`config.mk`:
```
export PLATFORM = sky130hd
export DESIGN_NAME = fw2_walk
export DESIGN_NICKNAME = d
export VERILOG_FILES = /design/src/sv/fw2_pkg.sv /design/src/sv/fw2_walk.sv
export SDC_FILE = /design/constraint.sdc
export NUM_CORES = 1
export LEC_CHECK = 0
export ABC_AREA = 1
export ABC_CLOCK_PERIOD_IN_PS = 5560
export BUFFER_PORTS_ARGS = -buffer_cell sky130_fd_sc_hd__buf_2
export CORE_AREA = 2 2 53 55
export DETAILED_ROUTE_END_ITERATION = 7
export DIE_AREA = 0 0 55 57
export PLACE_DENSITY_LB_ADDON = 0.1
export SYNTH_ARGS = -nofsm -noshare
export SYNTH_HDL_FRONTEND = slang
export SYNTH_SLANG_ARGS = --single-unit
```
`constraint.sdc`:
```
create_clock -name clock -period 5.56 [get_ports clock]
set_input_delay 1.112 -clock clock [delete_from_list [all_inputs] [get_ports clock]]
set_output_delay 1.112 -clock clock [all_outputs]
set_load 0.02 [all_outputs]
```
`src/sv/fw2_pkg.sv`:
```
`timescale 1ns / 1ps
// ----------------------------------------------------------------------------
// fw2_pkg
// Shared types and constants of the two-dimensional Fenwick rectangle unit.
// ----------------------------------------------------------------------------
package fw2_pkg;

   localparam int GRID_DEF = 64;
   localparam int COORD_W  = 6;
   localparam int DATA_W   = 32;

   localparam logic CMD_ADD = 1'b0;
   localparam logic CMD_SUM = 1'b1;

   typedef enum logic [3:0] {
      ST_CLEAR,
      ST_IDLE,
      ST_CSETUP,
      ST_CMUL,
      ST_CRD,
      ST_CWR,
      ST_QSETUP,
      ST_QWALK,
      ST_QDRAIN,
      ST_QMUL,
      ST_QACC,
      ST_FINISH
   } state_type;

   // One memory word holds the same cell of all four trees.
   typedef struct packed {
      logic [DATA_W-1:0] plain;
      logic [DATA_W-1:0] row_w;
      logic [DATA_W-1:0] col_w;
      logic [DATA_W-1:0] both_w;
   } tree_word_type;

   typedef struct packed {
      logic start;
      logic step;
      logic dir_up;
   } walk_ctl_type;

   typedef struct packed {
      logic cell_ok;
      logic last;
   } walk_stat_type;

endpackage

```
`src/sv/fw2_walk.sv`:
```
`timescale 1ns / 1ps
// ----------------------------------------------------------------------------
// fw2_walk
// Index walker of a two-dimensional Fenwick tree, upward for point updates
// and downward for prefix queries, one tree cell per step.
// ----------------------------------------------------------------------------
module fw2_walk #(
   parameter int GRID = 64,
   parameter int CW   = 7
) (
   input  logic                   clock,
   input  fw2_pkg::walk_ctl_type  ctl,
   input  logic [CW-1:0]          start_r,
   input  logic [CW-1:0]          start_c,
   output logic [CW-1:0]          cur_i,
   output logic [CW-1:0]          cur_j,
   output fw2_pkg::walk_stat_type stat
);
   import fw2_pkg::*;

   logic [CW-1:0] i_ff, j_ff, c0_ff;
   logic [CW-1:0] i_in, j_in;
   logic          up_ff;
   logic [CW-1:0] lbi, lbj, inext, jnext;
   logic          row_end;

   // Next position along the walk.
   always_comb begin
      lbi = i_ff & (~i_ff + CW'(1));
      lbj = j_ff & (~j_ff + CW'(1));
      if (up_ff) begin
         inext   = i_ff + lbi;
         jnext   = j_ff + lbj;
         row_end = (jnext >= CW'(GRID));
         stat.last = row_end && (inext >= CW'(GRID));
      end else begin
         inext   = i_ff - lbi;
         jnext   = j_ff - lbj;
         row_end = (i_ff >= CW'(GRID)) || (jnext == '0);
         stat.last = row_end && (inext == '0);
      end
      stat.cell_ok = (i_ff < CW'(GRID)) && (j_ff < CW'(GRID)) &&
                     (i_ff != '0) && (j_ff != '0);
      if (row_end) begin
         i_in = inext;
         j_in = c0_ff;
      end else begin
         i_in = i_ff;
         j_in = jnext;
      end
   end

   // Position registers.
   always_ff @(posedge clock) begin
      if (ctl.start) begin
         i_ff  <= start_r;
         j_ff  <= start_c;
         c0_ff <= start_c;
         up_ff <= ctl.dir_up;
      end else if (ctl.step) begin
         i_ff <= i_in;
         j_ff <= j_in;
      end
   end

   assign cur_i = i_ff;
   assign cur_j = j_ff;
endmodule

```
# ---- After elaboration in Yosys (flattened, before gate mapping)
# Index checks and enable logic that the tools add are counted.
dict set report op_classes {
  n_mux 10
  n_bitwise 4
  n_reduce_logical 13
  n_lt_le_gt_ge 5
  addsub 6
}
# operator n
set ops {}
lappend ops {{$mux W7} 8}
lappend ops {{$ge A7 B7 Y1 const B} 3}
lappend ops {{$add A7 B1 Y7 const B} 2}
lappend ops {{$add A7 B7 Y7} 2}
lappend ops {{$and A7 B7 Y7} 2}
lappend ops {{$logic_not A7 Y1} 2}
lappend ops {{$lt A7 B7 Y1 const B} 2}
lappend ops {{$not A7 Y7} 2}
lappend ops {{$reduce_bool A7 Y1} 2}
lappend ops {{$sub A7 B7 Y7} 2}
lappend ops {{$logic_and A1 B1 Y1} 5}
lappend ops {{$reduce_bool A2 Y1} 2}
lappend ops {{$mux W1} 2}
lappend ops {{$reduce_and A2 Y1} 1}
lappend ops {{$logic_or A1 B1 Y1} 1}
dict set report totals {
  ff_bits 22
  wordCells 42
  out_inout_bits 16
}

# ---- Longest topological paths before layout
dict set report logic_depth {
  word_depth 10
  depth_mapped 12
}

# ---- Worst setup path before layout
# OpenSTA, ideal clock, no wires.
dict set report synth_path {
  path_kind {register -> output}
  start {register j_ff[1] (netlist: cur_j[1])}
  end {output stat[0] in the netlist's numbering}
  t_required_ps 4448
  stages_incl_launch_ff 8
  arrival_ps 1690
  n_path_buf 0
  slack_ps 2758
  cell_sequence {edfxtp_1 > nor2_2 > nand2_1 > nand2_1 > nand2_1 > nand2_2 > nand3_4 > o21ai_0}
}
# item line
set synth_rtl {}
lappend synth_rtl {{from (decl)} fw2_walk.sv:21} ;# logic [CW-1:0] i_ff, j_ff, c0_ff;
lappend synth_rtl {{from (signal assigned)} fw2_walk.sv:57} ;# j_ff <= start_c;
lappend synth_rtl {{from (signal assigned)} fw2_walk.sv:62} ;# j_ff <= j_in;
lappend synth_rtl {{to (decl)} fw2_walk.sv:17} ;# output fw2_pkg::walk_stat_type stat

==> impl_metrics.toml <==
[status]
status = "complete, no violations"

[global_routing]
overflow = 0
grt_max_degree = 27
grt_usage_pct = 20.4
antenna_found_initial = 0
grt_pass1_wl_mm = 4.73
grt_pass1_vias = 1110

[hold_path]
holdPathStages = 2
min_path_type = "reg2reg"

[yosys]
syn_area_um2 = 1360
synthTopCellsByArea = "edfxtp_1 (48%), nand2_1 (16%), nand3_1 (8.4%), inv_1 (4.1%), nor2_1 (3.9%)"
postSynthCellCount = 172
ys_ff_latch = 22
yosysTopAreaCellShare_pct = 48.5
synth-simple-area-share_pct = 36.2
syn_avg_cell_area_um2 = 7.92
yosys-mux-area-fraction_pct = 0
synth_nets = 190
synth_compound_area_share_pct = 6.43
synth_top_family_by_area = "simple AND/OR/NAND/NOR gates"
ys_seq_area_share_pct = 48.5
yosysWarnings = 0
synth_xor_area_share_pct = 3.21
synthAdderAreaFrac_pct = 0
synth_area_leader_cell = "edfxtp_1"
synth.distinct_cells = 24

[clock_network]
cts_resized = 0
hold_buffers = 0
cts.path.max_buffers = 2
clockRootBuffer = "clkbuf_4"
clk_pin_slew_ps = 130
clk-insertion-delay-late_ps = 310
cts_buffers = 3
cts.sinks = 22
h-tree-depth = 1
postCtsSetupBuffers = 0
cts_tree = "built"

[power]
clkPwrFrac_pct = 24.1
power_w = 0.000515
irDropWorstVdd_uv = 288
p_comb_share_pct = 30.8
netSwitchingFraction_pct = 34.5
p_switching_w = 0.000178
power_density_nw_per_um2 = 321
p_leak_nw = 0.780
power_frac_seq_pct = 45.1
internal-power_w = 0.000337

[worst_setup_path]
crit_required_ps = 4450
endpoint_kind = "output port"
slowest_stage = "edfxtp_1"
worstSetupEndpoint = "stat[0]"
critPathMostFrequentCell = "nand2_1"
cpPeakStageDelay_ps = 530
crit_start = "cur_j[1]"
crit_chain = "nor2_2 > nand2_1 > nand2_1 > nand2_1 > nor2_1 > nand3_1 > nand2_2 > nand2_4 > nor2_1 > nand3_1 > o21ai_0 > buf_2"
critical_path_class = "reg2out"
worst-path-stages = 12
critical_path.top_delay_family = "simple AND/OR/NAND/NOR gates"
r2r_slack_ps = 3520
reg2reg_from = "cur_j[1]"
path_max_fanout = 8
rr_endpoint = "cur_i[1]"
cp-start-kind = "flip-flop"
cp.arrival_ps = 2050
ff2ff_path_depth = 11
critical_path_buf_inv_count = 1

[floorplan]
design.die.area_um2 = 3140
initial_core_util_pct = 52.1
die_h_um = 57
chipWidth_um = 55
row_count = 19
core_um2 = 2620
pin_count = 34

[place]
placed_cells = 232
dpl_cell_area_um2 = 1550
io_buffers = 33
dp_hpwl_mm = 2.21
place.gp.congestion = 0.777

[route]
postRouteAntennaNets = 0
first_iter_violations = 53
wl_per_cell_um = 12.3
viasPerCell = 5.20
drcViolationCount = 0
drt-pass1-iter-count = 4
vias = 1227
routed_wl_mm = 2.89

[finish]
final_area_um2 = 1600
area_growth_pct = 17.5
final_cells = 236
num_antenna_cells = 0
layout_common_cells = "nand2_1 (59), buf_2 (33), nand3_1 (23)"
layout-drive-gt1-share_pct = 22.0
final_common_cell = "nand2_1"
final_nets = 224

[timing]
fmax_mhz = 316
slew_headroom_pct = 68.1
rsz0062_at_grt = "no"
maxSlewViolCount = 0
whs_ps = 569
finalHoldViolCount = 0
tns_ps = 0
setup_viol = 0
finalCritPeriodShare_pct = 56.9
worst_pin_slew_ps = 478
skew_ps = 2.21
period_minus_slack_ps = 3160

[job]
max_cap_viol_count = 0
[area by class of cell]
cell class	count	area [um2]
fillers	246	1010
clock inverters	1	30.0
inverters	16	60.1
well taps	31	38.8
repair buffers	33	165
clock buffers	3	22.5
multi-input cells	130	624
flip-flops and latches	22	661
[metal layers]
layer / global-route usage, % / vias to the layer above / part of all wire, % / wire length (um)
li1: - / 645 / - / -
met1: 30.5 / 538 / 48 / 1390
met2: 31.5 / 40 / 45 / 1310
met3: 3.14 / 4 / 5.5 / 159
met4: 4.18 / 0 / 0.90 / 26
met5: 0 / - / 0 / 0
[power by group through the flow]
stage	Clock [W]	Combinational, W	Sequential, W
2_1_floorplan	0	0.0000974	0.000249
3_3_place_gp	0	0.000155	0.000234
3_5_place_dp	0	0.000158	0.000235
4_1_cts	0.000125	0.000159	0.000231
5_1_grt	0.000130	0.000178	0.000235
6_report	0.000124	0.000159	0.000232
[logic make-up (layout without fill, tap and decap cells)]
| logic type | after synthesis | in the layout |
|---|---|---|
| AND/OR/NAND/NOR | 109 | 109 |
| flip-flops | 22 | 22 |
| buffers and inverters | 20 | 53 |
| AO/OA/AOI/OAI | 16 | 16 |
| XOR/XNOR | 5 | 5 |
[stage by stage]
stage | utilization, % | worst slack, ps
floorplan | - | 2760
global placement | 59.2 | 2820
detailed placement | 59.2 | 2760
CTS | 61.2 | 2420
global route | 61.2 | 2200
finish | 61.2 | 2400
[state kept, by name, summed over array words and instances, names as in the netlist]
register and cells:
c0_ff 7, cur_i 7, cur_j 7, up_ff 1
[synthesized netlist by cell type]
cell type	instances
a21oi_1	2
a221oi_1	1
a31oi_1	1
and3_1	1
buf_2	2
clkbuf_1	2
edfxtp_1	22
inv_1	15
inv_2	1
nand2_1	59
nand2_2	2
nand2_4	2
nand3_1	23
nand3_4	1
nand3b_1	1
nand4_1	4
nor2_1	14
nor2_2	1
o211ai_1	1
o21ai_0	9
o21ai_1	2
or2_2	1
xnor2_1	2
xor2_1	3
[how the worst min path moves through the flow]
stage / startpoint / to / slack (ps)
after floorplan: c0_ff[0] / cur_j[0] / 520
after global placement: c0_ff[0] / cur_j[0] / 530
after detailed placement: c0_ff[0] / cur_j[0] / 550
after CTS: c0_ff[0] / cur_j[0] / 580
after global routing: c0_ff[0] / cur_j[0] / 620
final: c0_ff[0] / cur_j[0] / 570
[worst register-to-register path, stage by stage (launching register included)]
cell and delay [ps]:
edfxtp_1 530, nor2_2 190, nand2_1 90, nand2_1 110
nand2_1 60, nor2_1 80, nand3_1 80, nand2_2 80
nand2_4 80, nand2_4 120, nand2_1 70, nand2_1 250
(Power assumes the default switching activity.)
